File: src/fece_pkg.sv
// Shared types and constants for the fire effect cell engine.
// No dependencies; the RTL files refer to this package by scoped names, the testbench imports it.
package fece_pkg;

    // Frame geometry; the store holds one spare byte past the last cell
    localparam int unsigned GRID_COLS   = 640;
    localparam int unsigned GRID_ROWS   = 240;
    localparam int unsigned STORE_DEPTH = GRID_COLS * GRID_ROWS + 1;

    // Field widths fixed by the stream format
    localparam int unsigned ADDR_W = 18;
    localparam int unsigned PIX_W  = 8;
    localparam int unsigned COL_W  = 10;
    localparam int unsigned ROW_W  = 8;

    // Pixel arithmetic constants
    localparam logic [PIX_W-1:0] CLAMP_MAX   = 8'd124;
    localparam logic [PIX_W-1:0] STEP        = 8'd4;
    localparam logic [PIX_W-1:0] JITTER_HIGH = 8'd252;
    localparam logic [PIX_W-1:0] JITTER_LOW  = 8'd4;
    localparam logic [1:0]       JITTER_NONE = 2'd3;

    // Action codes on the input stream
    localparam logic [2:0] ACT_READ   = 3'd0;
    localparam logic [2:0] ACT_CLEAR  = 3'd1;
    localparam logic [2:0] ACT_SEED   = 3'd2;
    localparam logic [2:0] ACT_PROP   = 3'd3;
    localparam logic [2:0] ACT_JITTER = 3'd4;

    // Command queue depth between front and back
    localparam int unsigned QUEUE_DEPTH = 2;

    // Classified operation; KIND_NOP answers all zeros
    typedef enum logic [2:0] {
        KIND_NOP,
        KIND_READ,
        KIND_CLEAR,
        KIND_SEED,
        KIND_PROP,
        KIND_JITTER
    } kind_t;

    // One classified command as it travels through the queue
    typedef struct packed {
        kind_t             kind;
        logic [ADDR_W-1:0] addr;
        logic              row_zero;
        logic [1:0]        offs;
        logic              decay;
        logic [5:0]        seed;
        logic [1:0]        jit;
    } cmd_t;

endpackage

File: src/fece_front.sv
// Front end: accepts input words, checks ranges and forms the cell address.
// Depends on fece_pkg.
module fece_front (
    input  logic                      s_tvalid,
    output logic                      s_tready,
    input  logic [2:0]                action,
    input  logic [fece_pkg::COL_W-1:0] col,
    input  logic [fece_pkg::ROW_W-1:0] row,
    input  logic [1:0]                offset_rand,
    input  logic                      decay_rand,
    input  logic [5:0]                seed_rand,
    input  logic [1:0]                jitter_rand,
    input  logic                      q_full,
    output logic                      q_push,
    output fece_pkg::cmd_t            q_cmd
);

    logic                           col_ok;
    logic                           row_ok;
    logic                           use_bottom;
    logic [fece_pkg::ROW_W-1:0]     row_sel;
    fece_pkg::kind_t                kind;

    assign col_ok = col < fece_pkg::COL_W'(fece_pkg::GRID_COLS);
    assign row_ok = row < fece_pkg::ROW_W'(fece_pkg::GRID_ROWS);

    always_comb
    begin
        kind       = fece_pkg::KIND_NOP;
        use_bottom = 1'b0;
        unique case (action)
            fece_pkg::ACT_READ:   kind = fece_pkg::KIND_READ;
            fece_pkg::ACT_CLEAR:  kind = fece_pkg::KIND_CLEAR;
            fece_pkg::ACT_SEED:
            begin
                kind       = fece_pkg::KIND_SEED;
                use_bottom = 1'b1;
            end
            fece_pkg::ACT_PROP:   kind = fece_pkg::KIND_PROP;
            fece_pkg::ACT_JITTER:
            begin
                kind       = fece_pkg::KIND_JITTER;
                use_bottom = 1'b1;
            end
            default:              kind = fece_pkg::KIND_NOP;
        endcase
        // drop bad columns, and bad rows where the row is used
        if (!col_ok || (!use_bottom && !row_ok))
        begin
            kind = fece_pkg::KIND_NOP;
        end
    end

    assign row_sel = use_bottom ? fece_pkg::ROW_W'(fece_pkg::GRID_ROWS - 1) : row;

    always_comb
    begin
        q_cmd          = '0;
        q_cmd.kind     = kind;
        q_cmd.addr     = fece_pkg::ADDR_W'(row_sel) * fece_pkg::ADDR_W'(fece_pkg::GRID_COLS)
                       + fece_pkg::ADDR_W'(col);
        q_cmd.row_zero = (row == '0);
        q_cmd.offs     = offset_rand;
        q_cmd.decay    = decay_rand;
        q_cmd.seed     = seed_rand;
        q_cmd.jit      = jitter_rand;
    end

    assign s_tready = !q_full;
    assign q_push   = s_tvalid && !q_full;

endmodule

File: config.mk
export PLATFORM = sky130hd
export DESIGN_NAME = fece_front
export DESIGN_NICKNAME = d
export VERILOG_FILES = /design/src/fece_pkg.sv /design/src/fece_front.sv
export SDC_FILE = /design/constraint.sdc
export NUM_CORES = 1
export LEC_CHECK = 0
export ABC_AREA = 1
export BUFFER_PORTS_ARGS = -buffer_cell sky130_fd_sc_hd__buf_2
export CAP_MARGIN = 5
export CORE_UTILIZATION = 38
export DETAILED_ROUTE_END_ITERATION = 7
export PLACE_DENSITY = 0.8
export SYNTH_ARGS = -nofsm -noshare
export SYNTH_HDL_FRONTEND = slang
export SYNTH_SLANG_ARGS = --single-unit
File: constraint.sdc
create_clock -name vclk -period 3.3
set_input_delay 0.66 -clock vclk [all_inputs]
set_output_delay 0.66 -clock vclk [all_outputs]
set_load 0.02 [all_outputs]
### Word-level counts from Yosys, hierarchy flattened

Cells that the tools add are included.

* flip-flop bits (word level): 0
* output and inout bits: 35
* word-level logic and storage cells: 22

* $add $sub $neg: 1
* multiply operators: 1
* $lt $le $gt $ge: 2
* eq/ne operators: 4
* muxes and demuxes: 4
* reductions and logical operators: 10

Operators with widths (count)
* adder 18 x 10 -> 18 bit: 1
* case mux 3 bit (5 select lines): 1
* multiplier 8 x 3 -> 11 bit (second input constant): 1
* less-than comparator 10 bit (second input constant): 1
* logical NOT 8 bit: 1
* less-than comparator 8 bit (second input constant): 1
* two-way mux 8 bit: 1
* equality test 3 x 2 -> 1 bit (second input constant): 2
* logical NOT 1 bit: 4
* equality test 3 x 1 -> 1 bit (second input constant): 1
* equality test 3 bit (second input constant): 1
* logical NOT 3 bit: 1
* two-way mux 3 bit: 1
* logical AND 1 bit: 2
* OR reduction 2 bit: 1
* logical OR 1 bit: 1
* two-way mux 1 bit: 1

### Depth between registers and ports, before layout

* depth in word-level cells: 7
* mapped depth: 18
* depth with buffers taken out: 18

### Worst setup path after synthesis

Ideal clock, no wire load.

* path kind: input to output
* start point: input port action[2]
* end point: output port q_cmd[27] in the netlist's numbering
* arrival time: 2.877 ns
* data required time: 2.640 ns
* setup slack: -0.237 ns
* stages on the path: 12
* buffers on the path: 0
* path through: inv_1 -> nand3b_1 -> nand2_1 -> inv_2 -> nand2_1 -> ha_1 -> ha_1 -> fa_1 -> nand2_1 -> nor3_2 -> nand3_2 -> xor2_1

RTL lines
* start, declared: line fece_front.sv:6 `input logic [2:0] action,`
* end, declared: line fece_front.sv:15 `output fece_pkg::cmd_t q_cmd`

==> results by group <==
Status
  – Status: finished, violations left
  – Failing checks: negative setup slack

Power
  – Leakage: 0.000855 µW
  – Combinational fraction of design power: 100.0%
  – Clock Power Share: 0%
  – Worst IR drop on VDD: 0.250 mV
  – Sw Share: 50.9%
  – Sequential share of power: 0%
  – Pwr Density: 314 nW/µm²
  – Switching Power: around 250 µW
  – Pint: 241 µW
  – Total chip power: 491 µW

Drt
  – Pre-antenna DRT Iters: 6
  – DRT iter0 DRCs: 20
  – Routed vias/inst: 4.66
  – DR WL/cell: roughly 10 µm
  – Via count: 1109
  – Post-route ant nets: 0
  – Drt drc: 0
  – DRT Wirelength: roughly 2500 µm

Timing
  – Crit share post-route: 109%
  – Final setup margin: -0.281 ns
  – RSZ-0062 raised after global routing: true
  – Fmax: 279 MHz
  – Setup violators final: 6
  – Final slew viol count: 0
  – Crit path time final: 3.58 ns
  – Worst-Margin Slew: roughly 0.32 ns
  – Slew HR: 78.2%
  – Fin. Hold Viols: 0

Final layout
  – Non-filler cells, final: 238
  – Post-route cell area: 1560 µm²
  – Layout cells sized above 1: ~58%
  – FF/Latch Area: 0 µm²
  – N_diodes: 0
  – Most common cell after layout, fill and taps aside: buf_4
  – Multi-input logic area: 853 µm²
  – Fin nets: 260
  – Most frequent cells in the layout: buf_4 (48), nand2_1 (23), inv_1 (22), buf_2 (22), nand2_2 (12)
  – CLK BUF: 0
  – Fill count: 184
  – Num sequential: 0
  – Syn-to-layout area delta: 75.4%

Floorplanning
  – Die height: 50.4 µm
  – Die area: between 2000 and 3000 µm²
  – Std-Cell Core Area: 2210 µm²
  – Starting Density: 40.3%
  – Die Wd: around 50 µm
  – # IOs: 69
  – Num rows: 17

Synthesis
  – Syn Inst Count: 150
  – Synth Area per Inst: 5.94 µm²
  – Cell Area, Synth: 891 µm²
  – Adder-cell share of the synthesized area: 21.3%
  – Post-synthesis xor/xnor area fraction: 7.87%
  – Syn nets: 198
  – Register area share after synthesis: 0%
  – Post-synthesis mux area share: 0%
  – Synth unique cells: 19
  – Simple-Gate Fraction of Synth Area: 37.6%
  – Main combinational cell family by area after synthesis: simple AND/OR/NAND/NOR gates
  – Yosys warning total: 0
  – Synth Area in Compound Gates: 7.02%

Global routing
  – Vias in the first global route: 987
  – Global-route wire length before repair: 3910 µm
  – Pin count of the biggest net entering global routing: 8
  – Initial antenna violation count: 0
  – Overflow after GRT: 0
  – Global-route usage over all layers: a little under a fifth

Worst hold path
  – Hold WC Path Type: in2out
  – Hold Path Origin: offset_rand[1]

Placement
  – DP Wirelength: about 1700 µm
  – Worst slack at placement: -0.402 ns
  – IO buf count: 33
  – Routability Congestion: 0.760
  – DP Area: 1250 µm²
  – Placed Cells: about 220

Worst setup path
  – Setup Crit Path Kind: in2out
  – Critical path peak fanout: 7
  – Worst Setup End Kind: output port
  – Crit. Startpoint: action[0]
  – WP data arrival: around 2.9 ns
  – CP Launch Type: input port
  – CP required: 2.64 ns

Flow run
  – Max Cap Viol: 0

CTS
  – Hold-fix buffers, CTS: 0
layer usage:
layer  part of all wire (%)  GRT usage, %  up-vias
met3                    6.3          3.33        6
met5                      0             0        -
met2                     52          35.1       41
li1                       -             -      578
met1                     39          22.2      484
met4                    2.4          4.63        0
cells by family (layout without fill, tap and decap cells):
| family | Yosys count | in the layout |
|---|---|---|
| XOR/XNOR | 8 | 8 |
| buffers and inverters | 44 | 104 |
| AO/OA/AOI/OAI | 12 | 12 |
| adder cells (fa/ha/maj) | 14 | 14 |
| AND/OR/NAND/NOR | 72 | 72 |
layout make-up:
class                           instances  share of cell area, %
Tap cell                               28                   2.24
Inverter                               26                   6.57
Timing Repair Buffer                   78                   36.6
Multi-Input combinational cell        106                   54.6
final timing paths:
path	end	cells after the start	slack [ns]
setup / recovery	q_cmd[28]	18	-0.28
hold / removal	q_cmd[10]	0	1.32
synth_stat cells (all sizes together):
cell type | number | area share, %
o21ai | 3 | 1.7
xor2 | 6 | 5.9
nor2 | 15 | 7.2
nand3 | 12 | 7.9
fa | 2 | 4.5
nand2 | 37 | 16
nor3 | 1 | 1.1
inv | 26 | 11
nand3b | 3 | 2.5
buf | 18 | 15
xnor2 | 2 | 2.0
a21oi | 8 | 4.5
ha | 12 | 17
o21bai | 1 | 0.84
nand4 | 4 | 2.8
metrics by stage:
step / setup TNS (ns) / utilization [%] / hold slack [ns]
floorplan: -0.232 / - / 1.40
global placement: -1.60 / 56.7 / 1.32
detailed placement: -1.85 / 56.7 / 1.32
CTS: -1.21 / 66.7 / 1.32
global route: -2.26 / 70.6 / 1.32
finish: -1.28 / 70.6 / 1.32
critical path, cell delays in order:
cell and delay, ns:
buf_8 0.10, nand3b_1 0.19, nand2_2 0.13, inv_4 0.07
nand2_4 0.07, ha_4 0.21, ha_4 0.16, fa_2 0.55
nand2_2 0.07, inv_1 0.05, nand2_1 0.07, nor2_2 0.15
nand3_2 0.08, nor2_1 0.09, nand2_1 0.05, nand2_1 0.07
inv_2 0.04, buf_6 0.12
power by group through the flow:
stage | logic, µW | registers [µW] | clock network [µW]
after global routing | 536 | 0 | 0
after global placement | 397 | 0 | 0
final | 491 | 0 | 0
after CTS | 452 | 0 | 0
after detailed placement | 402 | 0 | 0
after floorplan | 297 | 0 | 0
what timing repair did:
item | CTS | global route
setup buffers | 19 | 2
cloned | 0 | 0
pin swaps | 19 | 12
setup endpoints to repair | 7 | 9
hold endpoints to repair | 0 | 0
gates resized for setup | 26 | 24
(Power assumes the default switching activity.)
