`src/fece_pkg.sv`:
```
// Shared types and constants for the fire effect cell engine.
// No dependencies; the RTL files refer to this package by scoped names, the testbench imports it.
package fece_pkg;

    // Frame geometry; the store holds one spare byte past the last cell
    localparam int unsigned GRID_COLS   = 640;
    localparam int unsigned GRID_ROWS   = 240;
    localparam int unsigned STORE_DEPTH = GRID_COLS * GRID_ROWS + 1;

    // Field widths fixed by the stream format
    localparam int unsigned ADDR_W = 18;
    localparam int unsigned PIX_W  = 8;
    localparam int unsigned COL_W  = 10;
    localparam int unsigned ROW_W  = 8;

    // Pixel arithmetic constants
    localparam logic [PIX_W-1:0] CLAMP_MAX   = 8'd124;
    localparam logic [PIX_W-1:0] STEP        = 8'd4;
    localparam logic [PIX_W-1:0] JITTER_HIGH = 8'd252;
    localparam logic [PIX_W-1:0] JITTER_LOW  = 8'd4;
    localparam logic [1:0]       JITTER_NONE = 2'd3;

    // Action codes on the input stream
    localparam logic [2:0] ACT_READ   = 3'd0;
    localparam logic [2:0] ACT_CLEAR  = 3'd1;
    localparam logic [2:0] ACT_SEED   = 3'd2;
    localparam logic [2:0] ACT_PROP   = 3'd3;
    localparam logic [2:0] ACT_JITTER = 3'd4;

    // Command queue depth between front and back
    localparam int unsigned QUEUE_DEPTH = 2;

    // Classified operation; KIND_NOP answers all zeros
    typedef enum logic [2:0] {
        KIND_NOP,
        KIND_READ,
        KIND_CLEAR,
        KIND_SEED,
        KIND_PROP,
        KIND_JITTER
    } kind_t;

    // One classified command as it travels through the queue
    typedef struct packed {
        kind_t             kind;
        logic [ADDR_W-1:0] addr;
        logic              row_zero;
        logic [1:0]        offs;
        logic              decay;
        logic [5:0]        seed;
        logic [1:0]        jit;
    } cmd_t;

endpackage

```
`src/fece_queue.sv`:
```
// Short command queue between the front end and the back end.
// Depends on fece_pkg.
module fece_queue (
    input  logic           clk,
    input  logic           rst_n,
    input  logic           push,
    input  fece_pkg::cmd_t push_cmd,
    output logic           full,
    input  logic           pop,
    output logic           head_valid,
    output fece_pkg::cmd_t head_cmd
);

    localparam int unsigned PTR_W = $clog2(fece_pkg::QUEUE_DEPTH);
    localparam int unsigned CNT_W = PTR_W + 1;

    fece_pkg::cmd_t   entry_reg [fece_pkg::QUEUE_DEPTH];
    logic [PTR_W-1:0] wr_ptr_reg, wr_ptr_next;
    logic [PTR_W-1:0] rd_ptr_reg, rd_ptr_next;
    logic [CNT_W-1:0] count_reg, count_next;

    assign full       = count_reg == CNT_W'(fece_pkg::QUEUE_DEPTH);
    assign head_valid = count_reg != '0;
    assign head_cmd   = entry_reg[rd_ptr_reg];

    always_comb
    begin
        wr_ptr_next = wr_ptr_reg;
        rd_ptr_next = rd_ptr_reg;
        count_next  = count_reg;
        if (push)
        begin
            wr_ptr_next = wr_ptr_reg + 1'b1;
        end
        if (pop)
        begin
            rd_ptr_next = rd_ptr_reg + 1'b1;
        end
        if (push && !pop)
        begin
            count_next = count_reg + 1'b1;
        end
        else if (pop && !push)
        begin
            count_next = count_reg - 1'b1;
        end
    end

    always_ff @(posedge clk or negedge rst_n)
    begin
        if (!rst_n)
        begin
            wr_ptr_reg <= '0;
            rd_ptr_reg <= '0;
            count_reg  <= '0;
        end
        else
        begin
            wr_ptr_reg <= wr_ptr_next;
            rd_ptr_reg <= rd_ptr_next;
            count_reg  <= count_next;
        end
    end

    always_ff @(posedge clk)
    begin
        if (push)
        begin
            entry_reg[wr_ptr_reg] <= push_cmd;
        end
    end

endmodule

```
`config.mk`:
```
export PLATFORM = sky130hd
export DESIGN_NAME = fece_queue
export DESIGN_NICKNAME = d
export VERILOG_FILES = /design/src/fece_pkg.sv /design/src/fece_queue.sv
export SDC_FILE = /design/constraint.sdc
export NUM_CORES = 1
export LEC_CHECK = 0
export BUFFER_PORTS_ARGS = -buffer_cell sky130_fd_sc_hd__buf_2
export CAP_MARGIN = 5
export CORE_ASPECT_RATIO = 1.2
export CORE_MARGIN = 2
export CORE_UTILIZATION = 50
export CTS_CLUSTER_DIAMETER = 60
export DETAILED_ROUTE_END_ITERATION = 12
export GPL_TIMING_DRIVEN = 0
export PLACE_DENSITY = 0.76
export SKIP_LAST_GASP = 1
export SYNTH_ARGS = -nofsm -noshare
export SYNTH_HDL_FRONTEND = slang
export SYNTH_SLANG_ARGS = --single-unit
```
`constraint.sdc`:
```
create_clock -name clk -period 7.2 [get_ports clk]
set_clock_uncertainty 0.1 [all_clocks]
set_input_delay 1.08 -clock clk [delete_from_list [all_inputs] [get_ports clk]]
set_output_delay 1.08 -clock clk [all_outputs]
set_load 0.005 [all_outputs]
```
== Word-level counts from Yosys, hierarchy flattened ==
Memory sizes are Yosys's and may differ from the RTL's.
Cells that the tools add are included.

* Add/subtract/negate cells: 4
* Equal/unequal tests: 1
* Mux-type cells: 4
* Reduce and logical (&&, ||, !) cells: 6

{| class="wikitable"
|+ Operators by type and width
! operator !! number
|-
| $mux W2 || 2
|-
| $reduce_bool A2 Y1 || 2
|-
| $add A1 B1 Y1 const B || 2
|-
| $add A2 B1 Y2 const B || 1
|-
| $eq A2 B2 Y1 const B || 1
|-
| $logic_and A1 B1 Y1 || 2
|-
| $logic_not A1 Y1 || 2
|-
| $mux W1 || 2
|-
| $sub A2 B1 Y2 const B || 1
|}

* Flip-flop bits (word level): 4
* RAM bits: 66
* Bits of input ports: 37
* Output and inout port bits: 35
* Word-level logic and storage cells: 19
* Memories: 1

{| class="wikitable"
|+ Memory list
! name !! words !! bits a word !! rd ports !! clocked after Yosys merged registers in !! wr ports !! line !! text
|-
| entry_reg || 2 || 33 || 1 || 0 || 1 || fece_queue.sv:17 || <nowiki>fece_pkg::cmd_t entry_reg [fece_pkg::QUEUE_DEPTH];</nowiki>
|}

== Logic depth before layout (Yosys ltp) ==
* Depth in word-level cells: 4
* Mapped depth: 5
* Mapped depth without buffers: 5

== Least setup slack after synthesis ==
OpenSTA, ideal clock, no wires.

* Path type: input port to flip-flop
* From: input push
* To: memory entry_reg[0][0] (netlist bit), enable pin
* Library setup time: 427 ps
* Data arrival time: 2570 ps
* Required time: 6673 ps
* Path slack: 4103 ps
* Stages on the path: 1
* Path buffers: 0
* Cells stage by stage: nor2b_1

* Cells in the longest elaborated chain, start to end: 2

{| class="wikitable"
|+ Ends and longest elaborated chain
! what !! line !! text
|-
| start: declaration || fece_queue.sv:6 || <nowiki>input logic push,</nowiki>
|-
| $mux W1 || fece_queue.sv:67 || <nowiki>if (push)</nowiki>
|-
| $mux W1 (implied by the code) || fece_queue.sv:69 || <nowiki>entry_reg[wr_ptr_reg] <= push_cmd;</nowiki>
|-
| end: declaration || fece_queue.sv:17 ||
|}

No other way between the ends.

==> summary.md <==
| Metric | Value |
|---|---|
| Status | finished clean |
| Fin crit share | 36.0% |
| CTS sink cnt | 70 |
| H-Tree Depth | 3 |
| GR Util All Layers | 14.7% |
| Antenna violations before repair | 0 |
| Final min period | 2600 ps |
| Worst VDD drop | 0.262 mV |
| Psw | 0.000325 W |
| P&R area growth vs syn | 23.4% |
| Main flop type after synthesis | edfxtp_1 |
| Post-CTS setup buffer count | 0 |
| Internal Power | 0.000942 W |
| Max FO, Critical Path | 10 |
| Seq cells post-synth | 70 |
| TritonCTS clock tree | built |
| Register area share after synthesis | 76.5% |
| Chip Height | 84.8 µm |
| Clk_lat worst skew | 320 ps |
| TritonCTS buffer count | 9 |
| DRT antenna net count | 0 |
| DRC | 0 |
| Synth area leaders | edfxtp_1, mux2_4, dfrtp_1 |
| CTS Hold Bufs | 0 |
| ANT cells | 0 |
| Seq pwr share | 45.2% |
| Cell accounting for the most synthesized area | edfxtp_1 |
| Core ar. | 0.00526 mm² |
| Cells along the critical path | buf_6, buf_12, mux2_4, buf_2 |
| FMAX | 385 MHz |
| Critical Path AT | 1420 ps |
| YS warnings | 0 |
| Largest register FFs | 66 |
| Most common library cells after synthesis | edfxtp_1, mux2_4, dfrtp_1, mux2_2, xor2_1 |
| Fin. Hold Viols | 0 |
| Routing usage on met3 | 6.18% |
| Count leader, synth | edfxtp_1 |
| Slew Limit Headroom | 33.0% |
| PD cells | 377 mW/mm² |
| Cell depth of the worst flop-to-flop path | 2 |
| Hold Crit Depth | 1 |
| CP peak stage delay | 370 ps |
| Clock buffer depth | 2 |
| Drt initial violations | 73 |
| Cell area after synthesis | 0.00272 mm² |
| Max cap viols | 0 |
| Die ar. | 0.00605 mm² |
| Startpoint types | register |
| GRT busiest layer | met2 |
| Synth Instances | 119 |
| Top-area cell type share of the netlist area | 72.8% |
| Vias in the first global route | 1451 |
| Synth unique cells | 14 |
| Unrepaired setup endpoints after global routing | no |
| Avg Inst Size Synth | 22.9 µm² |
| Post-synth ARST share | 5.71% |
| IO Count | 72 |
| Rows | 29 |
| CTS Root Cell | clkbuf_8 |
| Hold Crit Class | reg -> reg |
| Critical Path RT | 6020 ps |
| Port buffer count | 71 |
| Clock share of power | 22.6% |
| Leak Pwr | 1.39 nW |
| Post-CTS sizing | 0 |
| Fin cells | 269 |
| Routed wire per std cell | 15.3 µm |
| Net Sw Frac | 25.7% |
| Endpoint type of the worst setup path | output port |
| GR Overflow Total | 0 |
| First-pass DRT Iterations | 4 |
| Endpoints failing setup | 0 |
| Share of cells above drive strength 1 | 60.4% |
| Starting Density | 51.7% |
| Cells after DPL | 253 |
| Slowest CP cell | dfrtp_1 |
| Via count | 1313 |
| NumNets Final | 240 |
| Comb power frac | 32.3% |
| Final WL | 4120 µm |
| Mapped Nets | 157 |
| Met1 track demand over resource | 15.7% |
| Die X | 71.4 µm |
| Via density | 4.88 |
| Post-DP HPWL | 2900 µm |
| GR Layer Usage met2 | 24.5% |
| Slew Limit Fails | 0 |
| Clk slew on worst S/H paths | 60 ps |
| Number of flops mapped to enable cells by yosys | 66 |
| TNS Setup | 0 ps |
| Worst-margin pin slew | 1010 ps |
| First-pass GRT wire length | 6530 µm |
| GPL Wtd Cong | 0.659 |
| Crit Path Category | reg -> out |
| Largest net degree at the start of global routing | 34 |
==> stage by stage <==
stage,power [W],worst slack [ps],hold WS (ps),area [µm²],utilization [%]
floorplan,0.000857,4100,347,2720,-
global placement,0.000974,3390,361,3160,60.0
detailed placement,0.000998,4470,383,3180,60.4
CTS,0.00129,4580,404,3360,63.9
global route,0.00133,4560,422,3360,63.9
finish,0.00127,4600,402,3360,63.9
==> cell usage in the layout, fill, tap and decap left out, drive strengths merged <==
cell	count
or2	1
edfxtp	66
buf	76
and2	1
ha	1
nor2	1
clkinv	4
xor2	4
xnor2	1
mux2	33
nor2b	2
dfrtp	4
inv	1
clkbuf	11
bufinv	1
==> path summary, 6_finish.rpt <==
kind	slack [ps]	from	endpoint
setup / recovery	4600	rd_ptr_reg	head_cmd[4]
min in group asynchronous	450	rst_n	count_reg[0]
setup reg to reg	5300	wr_ptr_reg	entry_reg[1][5]
hold / removal	400	count_reg[1]	count_reg[1]
max in group asynchronous	6440	rst_n	rd_ptr_reg
hold reg to reg	400	count_reg[1]	count_reg[1]
==> logic make-up after synthesis <==
family,Yosys count,share of synthesized area [%]
muxes,33,17.6
xor gates and xnor gates,5,1.61
DFF,70,76.5
adders and majority gates,1,0.459
buffers and inverters,5,2.76
and+or+nand+nor,5,1.06
==> layer usage <==
metal	wire (µm)	vias to the layer above	share of wire (%)
li1	-	628	-
met1	1580	633	38
met2	2190	48	53
met3	310	4	7.5
met4	41	0	0.99
met5	0	-	0
==> worst max-delay path, delay by kind of cell (launching register included) <==
family,cells,cell delay (ps)
buffers and inverters,3,430
DFF,1,370
muxes,1,300
==> power by group through the flow <==
stage                     combinational, W  sequential [W]  clock, W
after floorplan                   0.000285        0.000572         0
after global placement            0.000398        0.000576         0
after detailed placement          0.000417        0.000582         0
after CTS                         0.000418        0.000574  0.000295
after global routing              0.000442        0.000579  0.000310
final                             0.000409        0.000572  0.000286
==> layout make-up <==
cell class	instances	area (µm²)
clock inverters	5	50.0
plain buffers	4	71.3
repair buffers	72	370
well taps	62	77.6
clock buffers	11	131
flip-flops and latches	70	2080
multi-input cells	44	573
fillers	383	1900
inverters	1	3.75
(Power assumes the default switching activity.)
